$ cat config.mk
export PLATFORM = sky130hd
export DESIGN_NAME = command_line_receiver_flat
export DESIGN_NICKNAME = d
export VERILOG_FILES = /design/src/rtl/clr_pkg.sv /design/src/rtl/clr_if.sv /design/src/rtl/clr_ram.sv /design/src/rtl/clr_ctrl.sv /design/src/rtl/clr_dp.sv /design/src/rtl/command_line_receiver.sv /design/src/flat_wrapper.sv
export SDC_FILE = /design/constraint.sdc
export NUM_CORES = 1
export LEC_CHECK = 0
export ABC_AREA = 0
export BUFFER_PORTS_ARGS = -buffer_cell sky130_fd_sc_hd__buf_4
export CORE_ASPECT_RATIO = 1.75
export CORE_MARGIN = 10
export CORE_UTILIZATION = 52
export DETAILED_ROUTE_END_ITERATION = 7
export HOLD_SLACK_MARGIN = 0.1
export PLACE_DENSITY = 0.75
export SLEW_MARGIN = 20
export SYNTH_ARGS = -nofsm -noshare
export SYNTH_HDL_FRONTEND = slang
export SYNTH_SLANG_ARGS = --single-unit
$ cat constraint.sdc
create_clock -name clk -period 7 [get_ports clk]
set_input_delay 0.7 -clock clk [delete_from_list [all_inputs] [get_ports clk]]
set_output_delay 0.7 -clock clk [all_outputs]
set_load 0.05 [all_outputs]
$ cat src/rtl/clr_pkg.sv
// Package with shared types and constants of the command line receiver.
package clr_pkg;

  localparam int CMD_W  = 2;
  localparam int BYTE_W = 8;
  localparam int KIND_W = 2;
  localparam int LEN_W  = 6;

  typedef enum logic [CMD_W-1:0] {
    CMD_BYTE     = 2'd0,
    CMD_TAKE     = 2'd1,
    CMD_LINK_ERR = 2'd2,
    CMD_RESET    = 2'd3
  } cmd_t;

  typedef enum logic [KIND_W-1:0] {
    KIND_STATUS = 2'd0,
    KIND_CHAR   = 2'd1,
    KIND_NONE   = 2'd2
  } kind_t;

  localparam logic [BYTE_W-1:0] CH_BS    = 8'h08;
  localparam logic [BYTE_W-1:0] CH_TAB   = 8'h09;
  localparam logic [BYTE_W-1:0] CH_LF    = 8'h0A;
  localparam logic [BYTE_W-1:0] CH_CR    = 8'h0D;
  localparam logic [BYTE_W-1:0] CH_SPACE = 8'h20;
  localparam logic [BYTE_W-1:0] CH_TILDE = 8'h7E;
  localparam logic [BYTE_W-1:0] CH_DEL   = 8'h7F;

  typedef struct packed {
    logic step;
    logic start_take;
    logic send_char;
  } ctl_cmd_t;

  typedef struct packed {
    logic out_free;
    logic take_ok;
    logic last_char;
  } dp_sts_t;

endpackage

$ cat src/rtl/clr_if.sv
// Request and result channel interfaces of the command line receiver.
interface clr_req_if;
  logic                         valid;
  logic                         ready;
  logic [clr_pkg::CMD_W-1:0]    command;
  logic [clr_pkg::BYTE_W-1:0]   rx_byte;

  modport source (output valid, output command, output rx_byte, input ready);
  modport sink (input valid, input command, input rx_byte, output ready);
endinterface

interface clr_rsp_if;
  logic                         valid;
  logic                         ready;
  logic [clr_pkg::KIND_W-1:0]   kind;
  logic [clr_pkg::BYTE_W-1:0]   line_char;
  logic [clr_pkg::LEN_W-1:0]    fill_count;
  logic                         line_pending;
  logic                         last;

  modport source (output valid, output kind, output line_char, output fill_count,
                  output line_pending, output last, input ready);
  modport sink (input valid, input kind, input line_char, input fill_count,
                input line_pending, input last, output ready);
endinterface

$ cat src/rtl/clr_ram.sv
// Generic simple dual-port RAM with registered read.
module clr_ram #(
  parameter int WIDTH = 8,
  parameter int DEPTH = 128
) (
  input  logic                     clk,
  input  logic                     we,
  input  logic [$clog2(DEPTH)-1:0] waddr,
  input  logic [WIDTH-1:0]         wdata,
  input  logic                     re,
  input  logic [$clog2(DEPTH)-1:0] raddr,
  output logic [WIDTH-1:0]         rdata
);

  logic [WIDTH-1:0] mem [DEPTH];

  always_ff @(posedge clk) begin
    if (we) begin
      mem[waddr] <= wdata;
    end
    if (re) begin
      rdata <= mem[raddr];
    end
  end

endmodule

$ cat src/rtl/clr_ctrl.sv
// Controller state machine: request acceptance and line streaming sequence.
module clr_ctrl (
  input  logic                clk,
  input  logic                rst,
  input  logic                in_valid,
  input  logic                is_take,
  input  clr_pkg::dp_sts_t    sts,
  output logic                in_ready,
  output clr_pkg::ctl_cmd_t   cmd
);

  typedef enum logic {
    IDLE,
    SEND
  } state_t;

  state_t state;
  state_t state_next;

  assign in_ready = (state == IDLE) && sts.out_free;

  always_comb begin
    cmd        = '0;
    state_next = state;
    unique case (state)
      IDLE: begin
        if (in_valid && in_ready) begin
          if (is_take && sts.take_ok) begin
            cmd.start_take = 1'b1;
            state_next     = SEND;
          end else begin
            cmd.step = 1'b1;
          end
        end
      end
      SEND: begin
        if (sts.out_free) begin
          cmd.send_char = 1'b1;
          if (sts.last_char) begin
            state_next = IDLE;
          end
        end
      end
      default: state_next = IDLE;
    endcase
  end

  always_ff @(posedge clk) begin
    if (rst) begin
      state <= IDLE;
    end else begin
      state <= state_next;
    end
  end

endmodule

$ cat src/rtl/clr_dp.sv
// Datapath: line lengths, pending mark, two-bank line RAM and result register.
module clr_dp #(
  parameter int LINE_CAP = 63
) (
  input  logic                        clk,
  input  logic                        rst,
  input  logic [clr_pkg::CMD_W-1:0]   command,
  input  logic [clr_pkg::BYTE_W-1:0]  rx_byte,
  input  clr_pkg::ctl_cmd_t           cmd,
  output clr_pkg::dp_sts_t            sts,
  clr_rsp_if.source                   rsp
);

  localparam int IDX_W = $clog2(LINE_CAP);
  localparam int ADDR_W = IDX_W + 1;
  localparam logic [clr_pkg::LEN_W-1:0] CAP = clr_pkg::LEN_W'(LINE_CAP);

  logic [clr_pkg::LEN_W-1:0] partial_len, partial_len_next;
  logic [clr_pkg::LEN_W-1:0] held_len, held_len_next;
  logic [clr_pkg::LEN_W-1:0] idx, idx_inc;
  logic                      pending, pending_next;
  logic                      wr_bank, wr_bank_next;
  logic                      we, re;
  logic [ADDR_W-1:0]         waddr, raddr;
  logic [clr_pkg::BYTE_W-1:0] rdata;
  logic                      is_eol, is_erase, is_print;

  assign is_eol   = (rx_byte == clr_pkg::CH_CR) || (rx_byte == clr_pkg::CH_LF);
  assign is_erase = (rx_byte == clr_pkg::CH_BS) || (rx_byte == clr_pkg::CH_DEL);
  assign is_print = (rx_byte == clr_pkg::CH_TAB) ||
                    ((rx_byte >= clr_pkg::CH_SPACE) && (rx_byte <= clr_pkg::CH_TILDE));

  assign idx_inc = idx + clr_pkg::LEN_W'(1);

  assign sts.out_free  = !rsp.valid || rsp.ready;
  assign sts.take_ok   = pending && (held_len != '0);
  assign sts.last_char = (idx_inc == held_len);

  always_comb begin
    partial_len_next = partial_len;
    held_len_next    = held_len;
    pending_next     = pending;
    wr_bank_next     = wr_bank;
    we               = 1'b0;
    if (cmd.step) begin
      unique case (clr_pkg::cmd_t'(command))
        clr_pkg::CMD_BYTE: begin
          if (!pending) begin
            if (is_eol) begin
              // A finished line swaps banks instead of copying characters.
              if (partial_len != '0) begin
                held_len_next    = partial_len;
                pending_next     = 1'b1;
                partial_len_next = '0;
                wr_bank_next     = ~wr_bank;
              end
            end else if (is_erase) begin
              if (partial_len != '0) begin
                partial_len_next = partial_len - clr_pkg::LEN_W'(1);
              end
            end else if (is_print) begin
              if (partial_len < CAP) begin
                we               = 1'b1;
                partial_len_next = partial_len + clr_pkg::LEN_W'(1);
              end else begin
                partial_len_next = '0;
              end
            end else begin
              partial_len_next = '0;
            end
          end
        end
        clr_pkg::CMD_TAKE: pending_next = 1'b0;
        clr_pkg::CMD_LINK_ERR: partial_len_next = '0;
        clr_pkg::CMD_RESET: begin
          partial_len_next = '0;
          pending_next     = 1'b0;
        end
      endcase
    end
    if (cmd.start_take) begin
      pending_next = 1'b0;
    end
  end

  assign waddr = {wr_bank, partial_len[IDX_W-1:0]};
  assign re    = cmd.start_take || (cmd.send_char && !sts.last_char);
  assign raddr = {~wr_bank, cmd.start_take ? {IDX_W{1'b0}} : idx_inc[IDX_W-1:0]};

  clr_ram #(
    .WIDTH (clr_pkg::BYTE_W),
    .DEPTH (2 ** ADDR_W)
  ) u_ram (
    .clk   (clk),
    .we    (we),
    .waddr (waddr),
    .wdata (rx_byte),
    .re    (re),
    .raddr (raddr),
    .rdata (rdata)
  );

  always_ff @(posedge clk) begin
    if (rst) begin
      partial_len <= '0;
      held_len    <= '0;
      pending     <= 1'b0;
      wr_bank     <= 1'b0;
      idx         <= '0;
      rsp.valid   <= 1'b0;
    end else begin
      partial_len <= partial_len_next;
      held_len    <= held_len_next;
      pending     <= pending_next;
      wr_bank     <= wr_bank_next;
      if (cmd.start_take) begin
        idx <= '0;
      end else if (cmd.send_char) begin
        idx <= idx_inc;
      end
      if (cmd.step || cmd.send_char) begin
        rsp.valid <= 1'b1;
      end else if (rsp.ready) begin
        rsp.valid <= 1'b0;
      end
    end
  end

  always_ff @(posedge clk) begin
    if (cmd.step) begin
      rsp.kind         <= (clr_pkg::cmd_t'(command) == clr_pkg::CMD_TAKE) ?
                          clr_pkg::KIND_NONE : clr_pkg::KIND_STATUS;
      rsp.line_char    <= '0;
      rsp.fill_count   <= partial_len_next;
      rsp.line_pending <= pending_next;
      rsp.last         <= 1'b1;
    end else if (cmd.send_char) begin
      rsp.kind         <= clr_pkg::KIND_CHAR;
      rsp.line_char    <= rdata;
      rsp.fill_count   <= partial_len;
      rsp.line_pending <= pending;
      rsp.last         <= sts.last_char;
    end
  end

endmodule

$ cat src/rtl/command_line_receiver.sv
// Top level of the command line receiver: controller, datapath and checks.
//
//   channel  dir  handshake          payload
//   req      in   valid/ready        command, rx_byte
//   rsp      out  valid/ready        kind, line_char, fill_count, line_pending, last
//
// A byte, link error, reset or empty take request gives one result; such requests
// follow each other every cycle while rsp is being taken.
// Taking a line of n characters first reads the line RAM, then gives one character
// per cycle while rsp is being taken; req is held off meanwhile.
// Reset clears lengths and the pending mark at once; the line RAM needs no clearing.
// A stalled rsp holds its result and blocks new requests until it is taken.
module command_line_receiver #(
  parameter int LINE_MAX = 64
) (
  input  logic    clk,
  input  logic    rst,
  clr_req_if.sink req,
  clr_rsp_if.source rsp
);

  localparam int LINE_CAP = ((LINE_MAX - 1) > 63) ? 63 : (LINE_MAX - 1);

  clr_pkg::ctl_cmd_t ctl_cmd;
  clr_pkg::dp_sts_t  dp_sts;
  logic              is_take;

  assign is_take = (clr_pkg::cmd_t'(req.command) == clr_pkg::CMD_TAKE);

  clr_ctrl u_ctrl (
    .clk      (clk),
    .rst      (rst),
    .in_valid (req.valid),
    .is_take  (is_take),
    .sts      (dp_sts),
    .in_ready (req.ready),
    .cmd      (ctl_cmd)
  );

  clr_dp #(
    .LINE_CAP (LINE_CAP)
  ) u_dp (
    .clk     (clk),
    .rst     (rst),
    .command (req.command),
    .rx_byte (req.rx_byte),
    .cmd     (ctl_cmd),
    .sts     (dp_sts),
    .rsp     (rsp)
  );

  // A character result always belongs to a line whose pending mark was cleared.
  a_char_not_pending: assert property (@(posedge clk) disable iff (rst)
    rsp.valid && (rsp.kind == clr_pkg::KIND_CHAR) |-> !rsp.line_pending)
    else $error("line character reported with a line still pending");

  // Non-character results are single and carry no character.
  a_single_result: assert property (@(posedge clk) disable iff (rst)
    rsp.valid && (rsp.kind != clr_pkg::KIND_CHAR) |-> rsp.last && (rsp.line_char == '0))
    else $error("status result without last marker or with a character");

  // No request is taken while a line is being streamed out.
  a_no_accept_in_stream: assert property (@(posedge clk) disable iff (rst)
    ctl_cmd.send_char |-> !(req.valid && req.ready))
    else $error("request accepted during line streaming");

  // The partial line never grows beyond its capacity.
  a_fill_bound: assert property (@(posedge clk) disable iff (rst)
    rsp.valid |-> (rsp.fill_count <= clr_pkg::LEN_W'(LINE_CAP)))
    else $error("fill count above line capacity");

endmodule
$ cat src/flat_wrapper.sv
// flat-port wrapper written by rule: the top's interface ports become plain ports
module command_line_receiver_flat 
#(
  parameter int LINE_MAX = 64
)
  (clk, rst, req_valid, req_command, req_rx_byte, req_ready, rsp_valid, rsp_kind, rsp_line_char, rsp_fill_count, rsp_line_pending, rsp_last, rsp_ready);
  clr_req_if req_i ();
  clr_rsp_if rsp_i ();
  input  logic clk;
  input  logic rst;
  input wire logic [$bits(req_i.valid)-1:0] req_valid;
  input wire logic [$bits(req_i.command)-1:0] req_command;
  input wire logic [$bits(req_i.rx_byte)-1:0] req_rx_byte;
  output wire logic [$bits(req_i.ready)-1:0] req_ready;
  output wire logic [$bits(rsp_i.valid)-1:0] rsp_valid;
  output wire logic [$bits(rsp_i.kind)-1:0] rsp_kind;
  output wire logic [$bits(rsp_i.line_char)-1:0] rsp_line_char;
  output wire logic [$bits(rsp_i.fill_count)-1:0] rsp_fill_count;
  output wire logic [$bits(rsp_i.line_pending)-1:0] rsp_line_pending;
  output wire logic [$bits(rsp_i.last)-1:0] rsp_last;
  input wire logic [$bits(rsp_i.ready)-1:0] rsp_ready;
  assign req_i.valid = req_valid;
  assign req_i.command = req_command;
  assign req_i.rx_byte = req_rx_byte;
  assign req_ready = req_i.ready;
  assign rsp_valid = rsp_i.valid;
  assign rsp_kind = rsp_i.kind;
  assign rsp_line_char = rsp_i.line_char;
  assign rsp_fill_count = rsp_i.fill_count;
  assign rsp_line_pending = rsp_i.line_pending;
  assign rsp_last = rsp_i.last;
  assign rsp_i.ready = rsp_ready;
  command_line_receiver #(.LINE_MAX(LINE_MAX)) u_core (.clk(clk), .rst(rst), .req(req_i), .rsp(rsp_i));
endmodule
==> metrics.txt, run 1 <==
status finished with violations; failing checks DRC; cts bufs inserted 84; worst slew pin tran 1.21 ns; core box area 83200 um^2; max-cap viol count 0; Hold Crit Depth 2; Slew Viols, Final 0; Cells after Synth 2943; cells on worst reg2reg path 9; min-delay worst type primary input to register; final clock skew 0.0262 ns; Worst Path Required 7.55 ns; Worst Setup Start Kind register; row count 140; WP buf/inv 1; Initial Util 0.524; CP Capture Type register; post-CTS setup buffers 0; first-pass GRT wire length ~190 mm; post-synthesis area per instance between 10 and 15 um^2; post-synthesis sequential area ratio 0.731; Ports 34; # DRC 7; Via Count 27600; Die Y 403 um; GR Overflow Total 0; unrepaired setup endpoints after global routing false; Vias/cell 6.80; post-DR wirelength/cell 32.2 um; clk sink count 1072; ys async rst share 0; WL final approximately 130 mm; hpwl dp between 80 and 90 mm; Die ar. ~96000 um^2; largest net degree at the start of global routing roughly 140; worst skew pair latency 0.67 ns; share of cells above drive strength 1 0.108; overall power 0.0121 W; post_cts resized 0; setup violators final 0; Synth cell types 81; Lkg Pwr between 10 and 15 nW; ordered list of cells on the worst path or4_4, o311a_1, a21oi_4, buf_4, a221oi_1, a211oi_1, a2111oi_0, a211oi_1, a211o_1; WP depth 9; htree depth 3; TritonCTS clock tree built; drt pass-1 iters 8; Critical Path AT 5.30 ns; clk root buf clkbuf_16; Critical-path top delay cell a21oi_4; Seq cells post-synth 1072; fmax between 200 and 250 MHz; number of global-route vias before repair approximately 27000; GRT Util Overall 0.269; crit-path leading delay family compound AO/OA/AOI/OAI gates; CTS Hold Buffers Added 0; clk slew on worst S/H paths 0.07 ns; initial antenna violation count 3; syn_nets 2962; critical path class register to register; synthesized cell area roughly 44000 um^2; VDD IR max 172 uV; delay of the slowest critical-path stage 0.90 ns; critical path's most frequent cell a211oi_1; Setup TNS 0 ns; Slew headroom 0.192; Net count, final 2939; Buffers on Ports 33; initial drt markers ~4200; Bufs on Longest Clock Path 3; Final period util 0.680; Synthesis Warnings 0; power per cell area 255 nW/um^2; number of synthesized flops with an enable pin 1041; n_diodes 0; Die Width 239 um; DRT antenna net count 0; Tmin final 4.76 ns; worst-path maximum fanout ~40; Area Overhead vs Synth 9.28%; top_reg_cell synth edfxtp_1; Fin. Hold Viols 0; Routability Congestion 0.984
[per-stage QoR]
step	util	setup slack [ns]	cell area, um^2	hold slack [ns]	instances
2_1_floorplan	-	3.40	43600	0.471	2943
5_1_grt	0.572	2.20	47600	0.404	4056
6_report	0.572	2.24	47600	0.391	4056
3_3_place_gp	0.538	1.97	44800	0.445	3897
3_5_place_dp	0.538	2.00	44800	0.451	3898
4_1_cts	0.572	2.29	47600	0.373	4055
[cell families after synthesis]
kind of cell             after synthesis  share of synthesized area
flip-flops                          1072                      0.731
AND/OR/NAND/NOR                      788                     0.0766
AO/OA/AOI/OAI                        629                     0.0987
multiplexers                         215                     0.0644
buffers and inverters                214                     0.0234
XOR/XNOR                              20                    0.00402
adder cells (fa/ha/maj)                5                    0.00144
[placed cells by master (no fill, tap or decap), types with 7 or more instances in the layout]
| cell | n |
|---|---|
| mux4_2 | 51 |
| bufinv_16 | 10 |
| xnor2_1 | 9 |
| dfxtp_1 | 30 |
| or3_1 | 13 |
| clkinv_2 | 16 |
| nand3_1 | 91 |
| a211oi_1 | 20 |
| o21ai_0 | 91 |
| a311oi_1 | 16 |
| nor2b_1 | 12 |
| a221o_1 | 10 |
| a2111oi_0 | 8 |
| o311a_1 | 8 |
| clkbuf_1 | 14 |
| nor3_1 | 37 |
| clkinv_1 | 20 |
| a211o_1 | 8 |
| o22ai_1 | 68 |
| o221ai_1 | 46 |
| and3_1 | 14 |
| buf_4 | 90 |
| a31oi_1 | 59 |
| nand2_1 | 372 |
| o211ai_1 | 26 |
| edfxtp_1 | 1041 |
| a22o_1 | 11 |
| mux2_2 | 15 |
| clkbuf_16 | 87 |
| inv_1 | 7 |
| nor2_1 | 206 |
| a221oi_1 | 28 |
| nand4_1 | 8 |
| xor2_1 | 9 |
| mux2i_1 | 149 |
| a21oi_1 | 136 |
| a22oi_1 | 25 |
| o21ai_1 | 7 |
[state kept, by name, summed over array words and instances (netlist names)]
| name | flops |
|---|---|
| u_core.u_dp.rsp.last | 1 |
| u_core.u_dp.u_ram.rdata | 8 |
| u_core.u_dp.idx | 6 |
| u_core.u_dp.wr_bank | 1 |
| u_core.u_dp.pending | 1 |
| u_core.u_dp.rsp.line_pending | 1 |
| u_core.u_dp.held_len | 6 |
| u_core.u_dp.rsp.kind | 2 |
| u_core.u_dp.rsp.line_char | 8 |
| u_core.u_dp.rsp.fill_count | 6 |
| u_core.u_dp.rsp.valid | 1 |
| u_core.u_dp.partial_len | 6 |
| u_core.u_ctrl.state | 1 |
| u_core.u_dp.u_ram.mem | 1024 |
[final cells by class]
class	instances	area, um^2
timing repair buffer	96	781
clock inverter	56	556
clock buffer	101	2230
tap	1065	1330
multi-input combinational	1657	10800
fill	6128	35600
inverter	9	35.0
sequential	1072	31900
[cells in the mapped netlist (15+ instances only)]
cell | instances | area [um^2]
nand3_1 | 94 | 470
mux2i_1 | 149 | 1490
dfxtp_1 | 31 | 621
mux4_2 | 51 | 1150
buf_1 | 22 | 82.6
a221oi_1 | 30 | 263
mux2_2 | 15 | 169
nor2_1 | 208 | 781
o21ai_0 | 92 | 460
a21oi_1 | 136 | 681
nor3_1 | 37 | 185
a311oi_1 | 16 | 140
edfxtp_1 | 1041 | 31300
nand2_1 | 372 | 1400
o22ai_1 | 68 | 425
buf_2 | 76 | 380
clkbuf_1 | 86 | 323
a22oi_1 | 25 | 188
o211ai_1 | 26 | 195
a211oi_1 | 21 | 158
a31oi_1 | 61 | 382
o221ai_1 | 46 | 403
[worst paths after layout]
kind,from,slack (ns),end
max,u_core.u_dp.held_len[5],2.24,u_core.u_dp.u_ram.rdata[5]
min,rst,0.39,u_core.u_dp.partial_len[2]
max reg2reg,u_core.u_dp.held_len[5],2.24,u_core.u_dp.u_ram.rdata[5]
min reg2reg,u_core.u_dp.rsp.line_char[2],0.46,u_core.u_dp.rsp.line_char[2]
[metal layers]
metal	vias up	GRT usage	wire length, um
li1	11400	-	-
met1	13500	0.304	41400
met2	2106	0.435	63200
met3	519	0.0617	14200
met4	4	0.211	11900
met5	-	0	25
[power breakdown]
group	leakage [nW]	total [W]	internal [W]	switching, W
Combinational	3.68	0.000188	0.0000242	0.000164
Sequential	9.61	0.00704	0.00703	0.00000553
Clock	1.35	0.00491	0.00266	0.00225
(Power assumes the default switching activity.)
==> run 2, diff against run 1 <==
--- a/config.mk
+++ b/config.mk
@@ -5,7 +5,7 @@
 export SDC_FILE = /design/constraint.sdc
 export NUM_CORES = 1
 export LEC_CHECK = 0
-export ABC_AREA = 0
+export ABC_AREA = 1
 export BUFFER_PORTS_ARGS = -buffer_cell sky130_fd_sc_hd__buf_4
 export CORE_ASPECT_RATIO = 1.75
 export CORE_MARGIN = 10
==> constraint.sdc (replaced) <==
create_clock -name clk -period 4.72 [get_ports clk]
set_input_delay 0.472 -clock clk [delete_from_list [all_inputs] [get_ports clk]]
set_output_delay 0.472 -clock clk [all_outputs]
set_load 0.05 [all_outputs]
==> metrics.txt, run 2 <==
clk sink count 1072; post-CTS setup buffers 0; Die Width roughly 250 um; Die Y approximately 420 um; max FFs per register 1024; Setup TNS 0 ns; Seq cells post-synth 1072; Routability Congestion 0.984; Net count, final approximately 4400; unrepaired setup endpoints after global routing false; Worst Setup Start Kind register; share of cells above drive strength 1 0.0755; clk slew on worst S/H paths 0.07 ns; end-of-flow core utilization 0.572; htree depth 3; top cell type by total area after synthesis edfxtp_1; power per cell area 348 nW/um^2; Fin Hold WS 0.163 ns; Initial Util 0.523; cell with the most instances after synthesis edfxtp_1; fmax 258 MHz; most common cell after layout, fill and taps aside edfxtp_1; synthesized cell area 47300 um^2; core box area 90400 um^2; Critical-path top delay cell dfxtp_1; GRT Util Overall 0.255; post-DR wirelength/cell between 20 and 25 um; Slew headroom 0.305; Lkg Pwr 19.9 nW; Area Overhead vs Synth 9.37%; ordered list of cells on the worst path inv_1, nor2_1, nand3_4, nand2_4, inv_6, buf_12, nand3_1, nand3_1, nand3_1, nand3_1, nand3_1, nand2_1, nand2_1, nand2_1; critical path's most frequent cell nand3_1; Reg with most FFs u_core.u_dp.u_ram.mem; Yosys top cell area share 0.661; min-delay worst type primary input to register; Final period util 0.821; TritonCTS clock tree built; fillers 7185; Vias/cell 5.82; drt pass-1 iters 6; Post-synth top cells edfxtp_1, nand3_1, nand2_1; most frequent cells in the layout edfxtp_1, nand3_1, nand2_1, inv_1, nor2_1; largest net degree at the start of global routing 150; delay of the slowest critical-path stage 0.56 ns; hpwl dp 82.0 mm; worst slew pin tran 1.04 ns; initial drt markers 4275; top_reg_cell synth edfxtp_1; VDD IR max 261 uV; Worst Path Required 5.16 ns; setup violators final 0; worst skew pair latency 0.69 ns; post-synthesis sequential area ratio 0.674; Tmin final 3.87 ns; initial antenna violation count 0; Via Count 32900; DRT antenna net count 0; CP Capture Type register; first-pass GRT wire length 198 mm; cts bufs inserted 87; clk root buf clkbuf_16; number of synthesized flops with an enable pin 1041; post-synthesis area per instance ~11 um^2; # DRC 0; Buffers on Ports 33; Cells after Synth 4437; top post-synthesis cells by area edfxtp_1, nand3_1, nand2_1; Synthesis Warnings 0; row count 146; WL final 133 mm; Top Registers u_core.u_dp.u_ram.mem (1024), u_core.u_dp.rsp.line_char (8), u_core.u_dp.u_ram.rdata (8); Die ar. 104000 um^2; n_diodes 0; number of global-route vias before repair 32400; Fin. Hold Viols 0; Synth cell types 36; ys async rst share 0; Critical Path AT 4.31 ns; Ports 34; critical path class register to register; syn_nets about 4500; Bufs on Longest Clock Path 3; status finished clean; max-cap viol count 0; GR Overflow Total 0; Slew Viols, Final 0; final clock skew 0.0247 ns; worst-path maximum fanout 67
## run 2: changes by cell type in the layout (fill, tap and decap cells not counted), moves of 59 or more
cell      before  now
nor2_1       206  322
nand2_1      372  720
a21oi_1      136   26
nand3b_1       0  200
o22ai_1       68    2
inv_1          7  639
mux2i_1      149    0
a31oi_1       59    0
nand3_1       91  966
## run 2: layer usage
layer  vias to the layer above  routed length, um  global-route usage
met5                         -                  0                   0
met4                         0              13100               0.221
met3                       554               9980              0.0394
met2                      1756              66900               0.435
met1                     15700              43100               0.270
li1                      14900                  -                   -
## run 2: timing repair
item | in CTS | in global routing
endpoints found under the hold margin | 8 | 0
endpoints found under the setup margin | 0 | 0
resized for setup | 0 | 0
hold buffers | 1 | 0
## run 2: final cells by class
cell class	instances	area, um^2	share of cell area
Tap cell	1184	1480	0.0287
Clock inverter	58	510	0.00987
Timing Repair Buffer	136	1240	0.0239
Multi-Input combinational cell	2448	11900	0.229
Clock buffer	103	2300	0.0445
Sequential cell	1072	31900	0.617
Inverter	645	2440	0.0471
## run 2: through the flow
| stage | instance area [um^2] | setup slack, ns | std cells | power (W) |
|---|---|---|---|---|
| floorplan | 47300 | 1.78 | 4437 | 0.0107 |
| global placement | 48900 | 0.897 | 5484 | 0.0109 |
| detailed placement | 48900 | 0.898 | 5484 | 0.0109 |
| CTS | 51700 | 0.931 | 5646 | 0.0180 |
| global route | 51700 | 0.600 | 5646 | 0.0184 |
| finish | 51700 | 0.847 | 5646 | 0.0180 |
## run 2: worst max-delay path, delay by kind of cell, from the launching register on
kind,cells,cell delay (ns)
flip-flops,1,0.56
AND/OR/NAND/NOR,11,2.03
buffers and inverters,3,0.88
## run 2: report_power, final
| part | internal [W] | switching, W |
|---|---|---|
| Clock | 0.00390 | 0.00341 |
| Combinational | 0.0000344 | 0.000243 |
| Sequential | 0.0104 | 0.00000240 |
| Total | 0.0144 | 0.00366 |
## run 2: cell families (layout without fill, tap and decap cells)
kind of cell,after synthesis,in the layout,share of synthesized area
XOR/XNOR,8,8,0.00164
AO/OA/AOI/OAI,139,139,0.0182
buffers and inverters,917,942,0.0763
AND/OR/NAND/NOR,2296,2296,0.228
flip-flops,1072,1072,0.674
adder cells (fa/ha/maj),5,5,0.00132
## run 2: worst paths after layout
check	from	endpoint	slack, ns	cells past startpoint
worst max-delay path	u_core.u_dp.pending	u_core.u_dp.u_ram.rdata[4]	0.85	14
worst min-delay path	req_rx_byte[1]	u_core.u_dp.u_ram.mem[56][1]	0.16	1
worst max register to register	u_core.u_dp.pending	u_core.u_dp.u_ram.rdata[4]	0.85	14
worst min register to register	u_core.u_ctrl.state	u_core.u_ctrl.state	0.49	2
